<file path="src/sv/assert_macros.svh">
// assertion macros shared by the voice allocator modules
`ifndef ASSERT_MACROS_SVH
`define ASSERT_MACROS_SVH
`ifndef SYNTHESIS
// property that must hold on every clock
`define SVA_CHECK(name, clk, rst, prop) \
  name: assert property (@(posedge clk) disable iff (rst) (prop)) \
    else $error("assertion failed");
// same-cycle implication
`define SVA_IMPLY(name, clk, rst, a, c) \
  name: assert property (@(posedge clk) disable iff (rst) (a) |-> (c)) \
    else $error("assertion failed");
// next-cycle implication
`define SVA_NEXT(name, clk, rst, a, c) \
  name: assert property (@(posedge clk) disable iff (rst) (a) |=> (c)) \
    else $error("assertion failed");
`else
`define SVA_CHECK(name, clk, rst, prop)
`define SVA_IMPLY(name, clk, rst, a, c)
`define SVA_NEXT(name, clk, rst, a, c)
`endif
`endif

</file>
<file path="src/sv/svalloc_pkg.sv">
package svalloc_pkg;

  // key event kinds
  localparam logic [1:0] KS_RELEASED = 2'd0;
  localparam logic [1:0] KS_PRESSED  = 2'd1;
  localparam logic [1:0] KS_HELD     = 2'd2;

  // slot scan kinds
  localparam logic [2:0] K_POLY_MATCH = 3'd0;
  localparam logic [2:0] K_MONO_MATCH = 3'd1;
  localparam logic [2:0] K_FREE       = 3'd2;
  localparam logic [2:0] K_STACK      = 3'd3;
  localparam logic [2:0] K_BEST       = 3'd4;

  // scan start points
  localparam logic [1:0] FROM_ZERO = 2'd0;
  localparam logic [1:0] FROM_ONE  = 2'd1;
  localparam logic [1:0] FROM_PTR  = 2'd2;

  // table update actions
  localparam logic [2:0] A_POLY_HIT    = 3'd0;
  localparam logic [2:0] A_POLY_FREE   = 3'd1;
  localparam logic [2:0] A_MONO_START  = 3'd2;
  localparam logic [2:0] A_STACK_TOP   = 3'd3;
  localparam logic [2:0] A_STACK_NEW   = 3'd4;
  localparam logic [2:0] A_DROP        = 3'd5;
  localparam logic [2:0] A_RELEASE_TOP = 3'd6;

  typedef struct packed {
    logic       load;
    logic       scan_init;
    logic [1:0] start_sel;
    logic       scan_step;
    logic [2:0] kind;
    logic       act_en;
    logic [2:0] act;
  } cmd_t;

  typedef struct packed {
    logic [1:0] item_ks;
    logic       mono;
    logic       slot0_active;
    logic       n0_lt;
    logic       n0_gt;
    logic       hit_now;
    logic       scan_last;
    logic       idx_zero;
  } status_t;

endpackage

</file>
<file path="src/sv/svalloc_ctrl.sv">
`include "assert_macros.svh"

module svalloc_ctrl #(
  parameter int VOICE_COUNT = 4
) (
  input  logic                 clk,
  input  logic                 rst,
  input  logic                 start,
  input  svalloc_pkg::status_t status,
  output svalloc_pkg::cmd_t    cmd,
  output logic                 busy
);

  localparam bit HAS_STACK = (VOICE_COUNT > 1);

  localparam logic [1:0] S_IDLE   = 2'd0;
  localparam logic [1:0] S_DECIDE = 2'd1;
  localparam logic [1:0] S_SCAN   = 2'd2;
  localparam logic [1:0] S_ACT    = 2'd3;

  logic [1:0] state;
  logic [1:0] state_next;
  logic [2:0] kind;
  logic [2:0] kind_next;
  logic [2:0] act;
  logic [2:0] act_next;

  assign busy = (state != S_IDLE);

  always_comb begin
    state_next    = state;
    kind_next     = kind;
    act_next      = act;
    cmd.load      = 1'b0;
    cmd.scan_init = 1'b0;
    cmd.start_sel = svalloc_pkg::FROM_ZERO;
    cmd.scan_step = 1'b0;
    cmd.kind      = kind;
    cmd.act_en    = 1'b0;
    cmd.act       = act;
    unique case (state)
      S_IDLE: begin
        if (start) begin
          cmd.load   = 1'b1;
          state_next = S_DECIDE;
        end
      end
      S_DECIDE: begin
        if ((status.item_ks != svalloc_pkg::KS_PRESSED) &&
            (status.item_ks != svalloc_pkg::KS_RELEASED)) begin
          state_next = S_IDLE;
        end else if (!status.mono) begin
          cmd.scan_init = 1'b1;
          kind_next     = svalloc_pkg::K_POLY_MATCH;
          state_next    = S_SCAN;
        end else if (status.item_ks == svalloc_pkg::KS_RELEASED) begin
          cmd.scan_init = 1'b1;
          kind_next     = svalloc_pkg::K_MONO_MATCH;
          state_next    = S_SCAN;
        end else if (!status.slot0_active) begin
          act_next   = svalloc_pkg::A_MONO_START;
          state_next = S_ACT;
        end else if (status.n0_lt || status.n0_gt) begin
          cmd.scan_init = 1'b1;
          cmd.start_sel = svalloc_pkg::FROM_ONE;
          kind_next     = svalloc_pkg::K_STACK;
          act_next      = status.n0_lt ? svalloc_pkg::A_STACK_TOP : svalloc_pkg::A_STACK_NEW;
          state_next    = HAS_STACK ? S_SCAN : S_ACT;
        end else begin
          // press of the sounding note
          state_next = S_IDLE;
        end
      end
      S_SCAN: begin
        cmd.scan_step = 1'b1;
        unique case (kind)
          svalloc_pkg::K_POLY_MATCH: begin
            if (status.hit_now) begin
              act_next   = svalloc_pkg::A_POLY_HIT;
              state_next = S_ACT;
            end else if (status.scan_last) begin
              if (status.item_ks == svalloc_pkg::KS_RELEASED) begin
                state_next = S_IDLE;
              end else begin
                cmd.scan_step = 1'b0;
                cmd.scan_init = 1'b1;
                cmd.start_sel = svalloc_pkg::FROM_PTR;
                kind_next     = svalloc_pkg::K_FREE;
              end
            end
          end
          svalloc_pkg::K_FREE: begin
            if (status.hit_now || status.scan_last) begin
              act_next   = svalloc_pkg::A_POLY_FREE;
              state_next = S_ACT;
            end
          end
          svalloc_pkg::K_STACK: begin
            if (status.hit_now || status.scan_last) begin
              state_next = S_ACT;
            end
          end
          svalloc_pkg::K_MONO_MATCH: begin
            if (status.hit_now) begin
              if (status.idx_zero) begin
                // top note released: look for the highest stacked note
                cmd.scan_step = 1'b0;
                cmd.scan_init = 1'b1;
                cmd.start_sel = svalloc_pkg::FROM_ONE;
                kind_next     = svalloc_pkg::K_BEST;
                act_next      = svalloc_pkg::A_RELEASE_TOP;
                state_next    = HAS_STACK ? S_SCAN : S_ACT;
              end else begin
                act_next   = svalloc_pkg::A_DROP;
                state_next = S_ACT;
              end
            end else if (status.scan_last) begin
              state_next = S_IDLE;
            end
          end
          svalloc_pkg::K_BEST: begin
            if (status.scan_last) begin
              act_next   = svalloc_pkg::A_RELEASE_TOP;
              state_next = S_ACT;
            end
          end
          default: begin
            state_next = S_IDLE;
          end
        endcase
        cmd.kind = kind;
      end
      S_ACT: begin
        cmd.act_en = 1'b1;
        state_next = S_IDLE;
      end
      default: begin
        state_next = S_IDLE;
      end
    endcase
  end

  always_ff @(posedge clk) begin
    if (rst) begin
      state <= S_IDLE;
      kind  <= svalloc_pkg::K_POLY_MATCH;
      act   <= svalloc_pkg::A_POLY_HIT;
    end else begin
      state <= state_next;
      kind  <= kind_next;
      act   <= act_next;
    end
  end

  `SVA_NEXT(a_accept_decide, clk, rst, start && !busy, state == S_DECIDE)
  `SVA_NEXT(a_act_idle, clk, rst, state == S_ACT, state == S_IDLE)
  `SVA_IMPLY(a_one_scan_cmd, clk, rst, cmd.scan_init, !cmd.scan_step)

endmodule

</file>
<file path="config.mk">
export PLATFORM = sky130hd
export DESIGN_NAME = svalloc_ctrl
export DESIGN_NICKNAME = d
export VERILOG_FILES = /design/src/sv/svalloc_pkg.sv /design/src/sv/svalloc_ctrl.sv
export VERILOG_INCLUDE_DIRS = /design/src /design/src/sv
export SDC_FILE = /design/constraint.sdc
export NUM_CORES = 1
export LEC_CHECK = 0
export BUFFER_PORTS_ARGS = -buffer_cell sky130_fd_sc_hd__buf_4
export CORE_ASPECT_RATIO = 1.2
export CORE_UTILIZATION = 45
export DETAILED_ROUTE_END_ITERATION = 16
export PLACE_DENSITY = 0.73
export RECOVER_POWER = 25
export SLEW_MARGIN = 0
export SYNTH_ARGS = -nofsm -noshare
export SYNTH_HDL_FRONTEND = slang
export SYNTH_SLANG_ARGS = --single-unit
</file>
<file path="constraint.sdc">
create_clock -name clk -period 1.8 [get_ports clk]
set_input_delay 0.36 -clock clk [delete_from_list [all_inputs] [get_ports clk]]
set_output_delay 0.36 -clock clk [all_outputs]
set_load 0.005 [all_outputs]
</file>
==> flow_summary_export.csv <==
group,metric,value,unit
critical_path,cp_slowest_cell,"dfxtp_2",
global_routing,grt_pass1_vias,891,
floorplanning,core_area,1660,um^2
critical_path,critPathTopFamily,"simple AND/OR/NAND/NOR gates",
synth,ys.flop_type,"dfxtp_1",
floorplanning,num_rows,16,
critical_path,crit_cells,7,
timing,finalCritPeriodShare,101,%
timing,finClkSkew,0.00187,ns
synth,syn_nets,124,
layout,final_cell_area,1180,um^2
routing,wl_met2,1170,um
floorplanning,pin_count,25,
placed_design,gp_congestion,0.931,
critical_path,worstPathCellList,"inv_4, ha_4, nor2b_4, and3_4, a211oi_2, nor2b_1, buf_4",
timing,fin_crit,1.83,ns
clock_tree,insertion_delay,0.25,ns
timing,slew_headroom,75.4,%
timing,maxSlewViolCount,0,
global_routing,antenna_found_initial,0,
critical_path,ff2ff_path_depth,8,
clock_tree,cts_sinks,8,
worst_hold_path,worstHoldStart,"rst",
critical_path,critPathMaxStageDelay,0.35,ns
floorplanning,dieArea,1970,um^2
placed_design,post-dp-hpwl,1750,um
timing,timing.hold.ws,0.341,ns
routing,top_layer_used,"met4",
synth,syn_area,807,um^2
routing,wl_met3,125,um
power_and_ir_drop,sw_frac_of_total,33.5,%
floorplanning,start_util,48.6,%
routing,drc,0,
synth,async_flop_share,0,%
synth,syn-instance-count,107,
layout,drive_above_1_share,44.0,%
clock_tree,cts.path.max_buffers,2,
synth,synth_cell_type_count,43,
timing,tightest_slew,0.365,ns
floorplanning,die_x,40.7,um
routing,route.vias.total,926,
layout,layout_common_cells,"33 x buf_4, 10 x a21oi_1, 8 x nor2_1, 6 x clkbuf_4",
routing,drt-pass1-iter-count,4,
synth,syn_area_per_cell,7.54,um^2
critical_path,regToRegSetupSlack,-0.02,ns
power_and_ir_drop,ir_worst_vdd,0.000432,V
critical_path,reg2reg_from,"state[0]",
routing,wl,2290,um
global_routing,grt_pass1_wl,3760,um
synth,yosysSeqAreaShare,19.8,%
layout,utilization,70.8,%
synth,ys_seq_elements,8,
clock_tree,cts_inserted_buffers,3,
global_routing,grt_use_total,26.6,%
status,violations,"setup timing",
routing,wl_per_cell,14.4,um
timing,fmax,548,MHz
layout,final_common_cell,"buf_4",
routing,drtIter0Drc,26,
worst_hold_path,hold_path.class,"in2reg",
timing,fin_ws,-0.0259,ns
global_routing,overflow,0,
critical_path,crit_arrival,1.47,ns
synth,yosysWarningCount,0,
critical_path,crit_buf_inv,2,
run,drv_cap,0,
power_and_ir_drop,power.leakage,0.000516,uW
power_and_ir_drop,pwr-share-clk,22.2,%
critical_path,crit_fanout,3,
worst_hold_path,holdPathEnd,"state[1]",
critical_path,crit_path_start_kind,"register",
clock_tree,htree_levels,1,
timing,rsz0062_at_grt,"true",
layout,area_delta_synth_final,45.7,%
critical_path,crit_type,"reg2out",
power_and_ir_drop,cell_internal_pwr,399,uW
clock_tree,cts_tree,"yes",
layout,fill_cells,145,
routing,wl_met1,972,um
routing,antenna_left,0,
timing,final_hold_viol_count,0,
global_routing,grt_max_degree,12,
critical_path,cp-end-kind,"output pin",
placed_design,place_area,1050,um^2
layout,nNetsFinal,160,
synth,synth_edf_count,0,
floorplanning,die_h,48.4,um
placed_design,io_buffers,24,
layout,antennaDiodeCount,0,
timing,setup_viol,2,
routing,vias_per_cell,5.82,
clock_tree,cts_root_buf,"clkbuf_4",
status,status,"finished with violations",
placed_design,dp_worst_setup_slack,-0.00308,ns
critical_path,r2r_end,"state[1]",
power_and_ir_drop,p_seq_share,34.6,%
power_and_ir_drop,comb_power_share,43.2,%
power_and_ir_drop,power.switching,201,uW
timing,tns,-0.0473,ns
power_and_ir_drop,p_per_area,510,nW/um^2
worst_hold_path,holdPathStages,2,
clock_tree,path_clk_slew,0.05,ns
critical_path,worstPathRequired,1.44,ns
-- power by group through the flow --
stage	clock network, uW	logic [uW]	registers, uW
4_1_cts	142	251	206
5_1_grt	151	282	209
3_5_place_dp	0	236	207
6_report	133	259	207
2_1_floorplan	0	139	202
3_3_place_gp	0	232	206
-- metal layers --
metal,track usage (%),up-vias
met5,0,-
met4,10.0,0
met3,5.50,4
met2,41.5,35
met1,34.2,427
li1,-,460
-- area by class of cell --
cell class	instances	area (um^2)	area share, %
Multi-Input combinational cell	87	657	55.9
Timing Repair Buffer	37	282	23.9
Sequential cell	8	168	14.3
Inverter	6	25.0	2.13
Tap cell	18	22.5	1.91
Clock buffer	3	22.5	1.91
-- sequential cells by signal, summed over array words and instances (netlist names) --
register	count
act	3
state	2
kind	3
-- worst max path at each step --
stage / from / end
2_1_floorplan: state[0] / state[1]
3_3_place_gp: status[8] / state[1]
3_5_place_dp: state[0] / state[1]
4_1_cts: state[0] / cmd[10]
5_1_grt: state[0] / cmd[10]
6_report: state[0] / cmd[10]
-- per-stage QoR --
stage                     cells  total power, uW
after floorplan             107              342
after global placement      153              438
after detailed placement    153              442
after CTS                   158              600
after global routing        159              641
final                       159              600
-- kinds of logic after synthesis --
group           after synthesis  share of synthesized area, %
simple gates                 44                          31.3
mux                           4                          5.58
compound gates               34                          28.5
flops                         8                          19.8
buf+inv                      12                          6.98
fa+ha+maj                     5                          7.75
-- Yosys cell counts, types with 3 or more instances --
master / n / area (um^2)
nor2b_1: 4 / 25.0
a31oi_1: 3 / 18.8
dfxtp_1: 8 / 160
nor2_1: 9 / 33.8
o22ai_1: 3 / 18.8
and3_1: 4 / 25.0
ha_1: 5 / 62.6
inv_1: 6 / 22.5
o21ai_0: 3 / 15.0
nand2_1: 3 / 11.3
a21oi_1: 10 / 50.1
o21ai_1: 3 / 15.0
mux2i_1: 3 / 30.0
nor3_1: 4 / 20.0
buf_2: 3 / 15.0
nand2b_1: 4 / 25.0
-- worst reg2reg max path: cells and delay by family (launching register included) --
| kind | cells | cell delay (ns) |
|---|---|---|
| adders and majority gates | 1 | 0.15 |
| buffers and inverters | 2 | 0.17 |
| and+or+nand+nor | 3 | 0.67 |
| DFF | 1 | 0.35 |
| AOI/OAI and AO/OA | 2 | 0.42 |
-- timing repair --
action                                  CTS  global route
hold buffers                              0             0
gates resized for setup                  17             6
setup buffers                             2             1
endpoints found under the setup margin    4             6
pin swaps                                 3             2
No activity file was read; power rests on OpenSTA's default activity.
