## src/sv/assert_macros.svh

```systemverilog
// assertion macros shared by the voice allocator modules
`ifndef ASSERT_MACROS_SVH
`define ASSERT_MACROS_SVH
`ifndef SYNTHESIS
// property that must hold on every clock
`define SVA_CHECK(name, clk, rst, prop) \
  name: assert property (@(posedge clk) disable iff (rst) (prop)) \
    else $error("assertion failed");
// same-cycle implication
`define SVA_IMPLY(name, clk, rst, a, c) \
  name: assert property (@(posedge clk) disable iff (rst) (a) |-> (c)) \
    else $error("assertion failed");
// next-cycle implication
`define SVA_NEXT(name, clk, rst, a, c) \
  name: assert property (@(posedge clk) disable iff (rst) (a) |=> (c)) \
    else $error("assertion failed");
`else
`define SVA_CHECK(name, clk, rst, prop)
`define SVA_IMPLY(name, clk, rst, a, c)
`define SVA_NEXT(name, clk, rst, a, c)
`endif
`endif

```

## src/sv/svalloc_pkg.sv

```systemverilog
package svalloc_pkg;

  // key event kinds
  localparam logic [1:0] KS_RELEASED = 2'd0;
  localparam logic [1:0] KS_PRESSED  = 2'd1;
  localparam logic [1:0] KS_HELD     = 2'd2;

  // slot scan kinds
  localparam logic [2:0] K_POLY_MATCH = 3'd0;
  localparam logic [2:0] K_MONO_MATCH = 3'd1;
  localparam logic [2:0] K_FREE       = 3'd2;
  localparam logic [2:0] K_STACK      = 3'd3;
  localparam logic [2:0] K_BEST       = 3'd4;

  // scan start points
  localparam logic [1:0] FROM_ZERO = 2'd0;
  localparam logic [1:0] FROM_ONE  = 2'd1;
  localparam logic [1:0] FROM_PTR  = 2'd2;

  // table update actions
  localparam logic [2:0] A_POLY_HIT    = 3'd0;
  localparam logic [2:0] A_POLY_FREE   = 3'd1;
  localparam logic [2:0] A_MONO_START  = 3'd2;
  localparam logic [2:0] A_STACK_TOP   = 3'd3;
  localparam logic [2:0] A_STACK_NEW   = 3'd4;
  localparam logic [2:0] A_DROP        = 3'd5;
  localparam logic [2:0] A_RELEASE_TOP = 3'd6;

  typedef struct packed {
    logic       load;
    logic       scan_init;
    logic [1:0] start_sel;
    logic       scan_step;
    logic [2:0] kind;
    logic       act_en;
    logic [2:0] act;
  } cmd_t;

  typedef struct packed {
    logic [1:0] item_ks;
    logic       mono;
    logic       slot0_active;
    logic       n0_lt;
    logic       n0_gt;
    logic       hit_now;
    logic       scan_last;
    logic       idx_zero;
  } status_t;

endpackage

```

## src/sv/svalloc_dp.sv

```systemverilog
`include "assert_macros.svh"

module svalloc_dp #(
  parameter int VOICE_COUNT = 4
) (
  input  logic                 clk,
  input  logic                 rst,
  input  logic                 cfg_we,
  input  logic                 cfg_wdata,
  input  logic [1:0]           key_state,
  input  logic [6:0]           note_number,
  input  logic [6:0]           note_velocity,
  input  svalloc_pkg::cmd_t    cmd,
  output svalloc_pkg::status_t status,
  output logic                 result_strobe,
  output logic [1:0]           voice_index,
  output logic [1:0]           out_state,
  output logic [6:0]           out_note,
  output logic [6:0]           out_velocity
);

  localparam int IW = (VOICE_COUNT > 1) ? $clog2(VOICE_COUNT) : 1;
  localparam logic [IW-1:0] LAST = IW'(VOICE_COUNT - 1);
  localparam logic [IW-1:0] LIM1 = IW'((VOICE_COUNT > 1) ? VOICE_COUNT - 2 : 0);
  localparam logic [IW-1:0] ONE  = IW'((VOICE_COUNT > 1) ? 1 : 0);

  logic [1:0]    slot_st   [VOICE_COUNT];
  logic [6:0]    slot_note [VOICE_COUNT];
  logic [6:0]    slot_vel  [VOICE_COUNT];
  logic [IW-1:0] next_slot;
  logic          mono;

  logic [1:0]    item_ks;
  logic [6:0]    item_note;
  logic [6:0]    item_vel;

  logic [IW-1:0] idx;
  logic [IW-1:0] cnt;
  logic          found;
  logic [IW-1:0] hit_idx;
  logic [6:0]    best_note;
  logic [6:0]    best_vel;

  logic [1:0]    cur_st;
  logic [6:0]    cur_note;
  logic          hit;

  // update decode
  logic          wa_en;
  logic          wa_st_only;
  logic [IW-1:0] wa_idx;
  logic [1:0]    wa_st;
  logic [6:0]    wa_note;
  logic [6:0]    wa_vel;
  logic          wz_en;
  logic [1:0]    wz_st;
  logic [6:0]    wz_note;
  logic [6:0]    wz_vel;
  logic          ptr_we;
  logic [IW-1:0] ptr_next;
  logic          emit;
  logic [IW-1:0] em_idx;
  logic [1:0]    em_st;
  logic [6:0]    em_note;
  logic [6:0]    em_vel;
  logic [IW-1:0] free_p;
  logic [IW+1:0] em_wide;

  function automatic logic [IW-1:0] wrap_inc(input logic [IW-1:0] v);
    return (v == LAST) ? '0 : v + IW'(1);
  endfunction

  assign cur_st   = slot_st[idx];
  assign cur_note = slot_note[idx];

  always_comb begin
    hit = 1'b0;
    unique case (cmd.kind)
      svalloc_pkg::K_POLY_MATCH:
        hit = (cur_st == svalloc_pkg::KS_PRESSED) && (cur_note == item_note);
      svalloc_pkg::K_MONO_MATCH:
        hit = (cur_st != svalloc_pkg::KS_RELEASED) && (cur_note == item_note);
      svalloc_pkg::K_FREE:  hit = (cur_st != svalloc_pkg::KS_PRESSED);
      svalloc_pkg::K_STACK: hit = (cur_st == svalloc_pkg::KS_RELEASED);
      svalloc_pkg::K_BEST:
        hit = (cur_st == svalloc_pkg::KS_HELD) && (!found || (cur_note > best_note));
      default: hit = 1'b0;
    endcase
  end

  always_comb begin
    status.item_ks      = item_ks;
    status.mono         = mono;
    status.slot0_active = (slot_st[0] == svalloc_pkg::KS_PRESSED) ||
                          (slot_st[0] == svalloc_pkg::KS_HELD);
    status.n0_lt        = slot_note[0] < item_note;
    status.n0_gt        = slot_note[0] > item_note;
    status.hit_now      = hit;
    status.idx_zero     = (idx == '0);
    if ((cmd.kind == svalloc_pkg::K_STACK) || (cmd.kind == svalloc_pkg::K_BEST)) begin
      status.scan_last = (cnt == LIM1);
    end else begin
      status.scan_last = (cnt == LAST);
    end
  end

  // scan unit: one slot per cycle
  always_ff @(posedge clk) begin
    if (rst) begin
      found <= 1'b0;
    end else if (cmd.scan_init) begin
      found <= 1'b0;
    end else if (cmd.scan_step && hit) begin
      found <= 1'b1;
    end
  end

  always_ff @(posedge clk) begin
    if (cmd.scan_init) begin
      cnt <= '0;
      unique case (cmd.start_sel)
        svalloc_pkg::FROM_ONE: idx <= ONE;
        svalloc_pkg::FROM_PTR: idx <= next_slot;
        default:               idx <= '0;
      endcase
    end else if (cmd.scan_step) begin
      cnt <= cnt + IW'(1);
      idx <= wrap_inc(idx);
      if (hit) begin
        hit_idx   <= idx;
        best_note <= cur_note;
        best_vel  <= slot_vel[idx];
      end
    end
  end

  always_ff @(posedge clk) begin
    if (cmd.load) begin
      item_ks   <= key_state;
      item_note <= note_number;
      item_vel  <= note_velocity;
    end
  end

  assign free_p = found ? hit_idx : next_slot;

  always_comb begin
    wa_en      = 1'b0;
    wa_st_only = 1'b0;
    wa_idx     = hit_idx;
    wa_st      = item_ks;
    wa_note    = item_note;
    wa_vel     = item_vel;
    wz_en      = 1'b0;
    wz_st      = svalloc_pkg::KS_HELD;
    wz_note    = item_note;
    wz_vel     = item_vel;
    ptr_we     = 1'b0;
    ptr_next   = wrap_inc(free_p);
    emit       = 1'b0;
    em_idx     = '0;
    em_st      = item_ks;
    em_note    = item_note;
    em_vel     = item_vel;
    if (cmd.act_en) begin
      unique case (cmd.act)
        svalloc_pkg::A_POLY_HIT: begin
          wa_en  = 1'b1;
          emit   = 1'b1;
          em_idx = hit_idx;
        end
        svalloc_pkg::A_POLY_FREE: begin
          wa_en  = 1'b1;
          wa_idx = free_p;
          ptr_we = 1'b1;
          emit   = 1'b1;
          em_idx = free_p;
        end
        svalloc_pkg::A_MONO_START: begin
          wz_en = 1'b1;
          wz_st = svalloc_pkg::KS_PRESSED;
          emit  = 1'b1;
          em_st = svalloc_pkg::KS_PRESSED;
        end
        svalloc_pkg::A_STACK_TOP: begin
          // old top note moves down to the stack
          wa_en   = found;
          wa_st   = svalloc_pkg::KS_HELD;
          wa_note = slot_note[0];
          wa_vel  = slot_vel[0];
          wz_en   = 1'b1;
          emit    = 1'b1;
          em_st   = svalloc_pkg::KS_HELD;
        end
        svalloc_pkg::A_STACK_NEW: begin
          wa_en = found;
          wa_st = svalloc_pkg::KS_HELD;
        end
        svalloc_pkg::A_DROP: begin
          wa_en = 1'b1;
          wa_st = svalloc_pkg::KS_RELEASED;
        end
        svalloc_pkg::A_RELEASE_TOP: begin
          wz_en = 1'b1;
          emit  = 1'b1;
          if (found) begin
            // highest stacked note takes over voice 0
            wa_en      = 1'b1;
            wa_st_only = 1'b1;
            wa_st      = svalloc_pkg::KS_RELEASED;
            wz_note    = best_note;
            wz_vel     = best_vel;
            em_st      = svalloc_pkg::KS_HELD;
            em_note    = best_note;
            em_vel     = best_vel;
          end else begin
            wz_st = svalloc_pkg::KS_RELEASED;
            em_st = svalloc_pkg::KS_RELEASED;
          end
        end
        default: begin
          emit = 1'b0;
        end
      endcase
    end
  end

  always_ff @(posedge clk) begin
    if (rst) begin
      for (int i = 0; i < VOICE_COUNT; i++) begin
        slot_st[i] <= svalloc_pkg::KS_RELEASED;
      end
    end else begin
      if (wa_en) begin
        slot_st[wa_idx] <= wa_st;
      end
      if (wz_en) begin
        slot_st[0] <= wz_st;
      end
    end
  end

  always_ff @(posedge clk) begin
    if (wa_en && !wa_st_only) begin
      slot_note[wa_idx] <= wa_note;
      slot_vel[wa_idx]  <= wa_vel;
    end
    if (wz_en) begin
      slot_note[0] <= wz_note;
      slot_vel[0]  <= wz_vel;
    end
  end

  always_ff @(posedge clk) begin
    if (rst) begin
      next_slot <= '0;
      mono      <= 1'b0;
    end else begin
      if (ptr_we) begin
        next_slot <= ptr_next;
      end
      if (cfg_we) begin
        mono <= cfg_wdata;
      end
    end
  end

  assign em_wide = {2'b00, em_idx};

  always_ff @(posedge clk) begin
    if (rst) begin
      result_strobe <= 1'b0;
    end else begin
      result_strobe <= emit;
    end
  end

  always_ff @(posedge clk) begin
    if (emit) begin
      voice_index  <= em_wide[1:0];
      out_state    <= em_st;
      out_note     <= em_note;
      out_velocity <= em_vel;
    end
  end

  `SVA_CHECK(a_ptr_range, clk, rst, next_slot <= LAST)
  `SVA_IMPLY(a_strobe_from_act, clk, rst, result_strobe, $past(cmd.act_en))
  `SVA_IMPLY(a_hit_range, clk, rst, found, hit_idx <= LAST)

endmodule

```

## config.mk

```make
export PLATFORM = sky130hd
export DESIGN_NAME = svalloc_dp
export DESIGN_NICKNAME = d
export VERILOG_FILES = /design/src/sv/svalloc_pkg.sv /design/src/sv/svalloc_dp.sv
export VERILOG_INCLUDE_DIRS = /design/src /design/src/sv
export SDC_FILE = /design/constraint.sdc
export NUM_CORES = 1
export LEC_CHECK = 0
export BUFFER_PORTS_ARGS = -buffer_cell sky130_fd_sc_hd__buf_2
export CORE_ASPECT_RATIO = 1.1
export CORE_MARGIN = 4
export CORE_UTILIZATION = 55
export DETAILED_ROUTE_END_ITERATION = 10
export GPL_TIMING_DRIVEN = 1
export PLACE_DENSITY = 0.83
export RECOVER_POWER = 25
export REMOVE_ABC_BUFFERS = 1
export SLEW_MARGIN = 20
export SYNTH_ARGS = -nofsm -noshare
export SYNTH_HDL_FRONTEND = slang
export SYNTH_SLANG_ARGS = --single-unit
```

## constraint.sdc

```tcl
create_clock -name clk -period 3.35 [get_ports clk]
set_clock_uncertainty 0.1 [all_clocks]
set_input_delay 0 -clock clk [delete_from_list [all_inputs] [get_ports clk]]
set_output_delay 0 -clock clk [all_outputs]
set_load 0.01 [all_outputs]
```

==> summary.txt <==
Run status
  • Outcome: finished clean

Critical path
  • CP endpoint: best_vel[3]
  • RR Endpoint: best_vel[3]
  • Crit. End Element: flop
  • CP required: 3.36 ns
  • CP max FO: 16
  • FF-to-FF path depth: 9
  • Crit path kind: reg -> reg
  • Flop-to-flop setup slack: approximately 0.19 ns
  • Critical Path AT: approximately 3.2 ns
  • Startpoint Class: flop

Logic synthesis
  • Syn Area/Cell: 14.1 um^2
  • Seq/Total Area, Yosys: 0.626
  • EDFF count, synth: between 100 and 150
  • Yosys top cell area share: 0.595
  • Top cells by count, synth: edfxtp_1, mux2_2, o21ai_0
  • Count leader, synth: edfxtp_1
  • Post-synth cell types: a little over 50
  • Yosys top cell by area: edfxtp_1
  • Async SR Flop Fraction: 0
  • FF+latch count, synth: about 130
  • Top FF cell, synth: edfxtp_1
  • Synth warnings: 0
  • Cells after Synth: slightly above 400
  • Cell Area, Synth: 0.00585 mm^2
  • Synth area leaders: edfxtp_1, mux2_2, ha_1, mux4_2, dfxtp_1

Pwr
  • Pint: between 3 and 4 mW
  • Switching Share: 0.235
  • Comb pwr share: 0.125
  • Clock Power Share: 0.416
  • Reg power frac: 0.459
  • Net switching power: between 0.9 and 1 mW
  • LEAKAGE: 2.66 nW
  • Power Density: around 580 mW/mm^2
  • Max VDD drop: 421 uV

Clock tree
  • Root buf cell: clkbuf_16
  • CTS tree: done
  • Clock Path Buffers: 2
  • CTS H-Tree Depth: 4
  • Clk sink count: between 100 and 150
  • CTS buffer count: 17
  • Clock-pin slew on the worst setup and hold paths: 0.05 ns
  • Clock Latency Late Sink: 0.40 ns

Worst hold path
  • HP Class: in -> reg

Die
  • Die width: between 100 and 150 um
  • Starting Density: 0.563
  • Number of core rows: 39
  • Core area: 0.0104 mm^2
  • Top-Level Pins: 60
  • Die H: roughly 120 um
  • Die ar.: 0.0124 mm^2

Timing
  • Min cycle time layout: between 3 and 4 ns
  • RSZ-0062 raised after global routing: no
  • Final Hold Viols: 0
  • FMAX: between 0.3 and 0.4 GHz
  • Slew Limit Fails: 0
  • Crit share post-route: 0.944
  • Final setup TNS: 0 ns
  • Worst rel slew slack: 0.219
  • Slew @ Worst Pin: 1.17 ns
  • Final setup vio count: 0

Final layout
  • Nets@finish: ~560
  • Layout cells sized above 1: 0.232
  • Cell area after layout: a little over 0.007 mm^2
  • P&R area growth vs syn: 21.6%
  • # diodes: 0

Drt
  • Via count: 3740
  • Detail Route Antenna Nets: 0
  • WL final: about 12000 um
  • DRC viols: 0
  • DR WL/cell: 18.7 um
  • DR iter-0 viols: roughly 370
  • Via density per instance: 5.62
  • First drt pass iteration count: 5

Global routing
  • Total track usage: 0.216
  • Largest net degree at the start of global routing: 22
  • First-pass GRT wire length: 20000 um
  • Vias in the first global route: between 3000 and 4000
  • GRT Residual Overflow: 0
  • Initial antenna violation count: 0

Placement
  • Post-detail-place hpwl: approximately 8500 um
  • IO Port Bufs: 59
  • RD Place Congestion: 0.835
  • DP Area: roughly 0.0063 mm^2

Flow run
  • Max-cap violation count: 0
## cell type report
cell class                      instances  area [um^2]
Sequential cell                       125         3660
Fill cell                             717         3280
Multi-Input combinational cell        240         1980
Timing Repair Buffer                   96          621
Clock buffer                           19          433
Tap cell                              143          179
Clock inverter                         13          124
Inverter                               29          109
## power groups by stage
stage | logic, mW | registers [mW] | clock network (mW)
6_report | 0.516 | 1.89 | 1.71
5_1_grt | 0.568 | 1.90 | 1.81
4_1_cts | 0.519 | 1.89 | 1.73
3_5_place_dp | 0.489 | 1.92 | 0
3_3_place_gp | 0.471 | 1.92 | 0
2_1_floorplan | 0.313 | 1.91 | 0
## sequential cells by signal, indices dropped and copies added, names as in the netlist, named ones only
name,flops
out_note,7
out_state,2
cnt,2
out_velocity,7
idx,2
found,1
item_ks,2
best_vel,7
item_vel,7
next_slot,2
slot_note,28
mono,1
best_note,7
voice_index,2
item_note,7
slot_vel,28
result_strobe,1
slot_st,8
hit_idx,2
## per-layer routing
layer,part of all wire,track usage
met4,0.013,0.0760
met1,0.42,0.270
met3,0.045,0.0453
met2,0.52,0.379
met5,0,0
## how the worst min path moves through the flow
stage / from / end / slack, ns / depth (start not counted)
after floorplan: rst / next_slot[0] / -0.03 / 1
after detailed placement: key_state[1] / item_ks[1] / 0.08 / 1
final: cmd[6] / found / 0.04 / 4
after global routing: cmd[1] / voice_index[1] / 0.07 / 3
after CTS: cmd[1] / voice_index[0] / 0.02 / 3
after global placement: note_velocity[5] / item_vel[5] / 0.08 / 1
## logic make-up after synthesis
kind of cell	share of synthesized area
xor gates and xnor gates	0.0207
muxes	0.135
DFF	0.626
adders and majority gates	0.0385
AOI/OAI and AO/OA	0.0763
and+or+nand+nor	0.0676
buffers and inverters	0.0355
## critical path, cell delays in order (launching register included)
cell and delay, ns:
dfxtp_1 0.46, mux4_1 0.66, ha_1 0.33, nand4_1 0.16, a21o_1 0.19, a311oi_1 0.28
o22a_1 0.21, a21o_1 0.11, and3b_1 0.21, buf_12 0.17
## what timing repair did
| item | CTS | global route |
|---|---|---|
| endpoints found under the hold margin | 46 | 0 |
| setup buffers | 0 | 0 |
| setup endpoints to repair | 0 | 16 |
| hold buffers | 27 | 0 |
| resized for setup | 0 | 1 |
## placed cells by master, fill, tap and decap left out, types with 3 or more instances in the layout
master and instances:
inv_1 28, mux2_2 32, mux4_2 9, nand3_1 5
clkinv_2 4, buf_2 33, ha_1 18, nor3b_1 3
and2_1 3, nand2_1 18, a21oi_1 14, clkinv_1 4
nand2b_1 7, dfxtp_1 8, nor2_1 29, buf_4 9
mux2i_1 12, clkbuf_16 17, o21ai_0 29, xnor2_1 10
mux4_1 3, dlygate4sd3_1 27, nand4_1 3, o31ai_1 3
edfxtp_1 116, a21o_1 4, clkbuf_1 28
## through the flow
stage | hold WS [ns] | power, mW | cells | setup WS [ns] | utilization
after floorplan | -0.0279 | 2.23 | 394 | 0.101 | -
after global placement | 0.0760 | 2.39 | 606 | 0.296 | 0.608
after detailed placement | 0.0782 | 2.41 | 606 | 0.196 | 0.608
after CTS | 0.0230 | 4.14 | 665 | 0.174 | 0.687
after global routing | 0.0728 | 4.28 | 665 | 0.0527 | 0.684
final | 0.0397 | 4.12 | 665 | 0.187 | 0.684
Note: power is estimated with default switching activity, not from simulation.
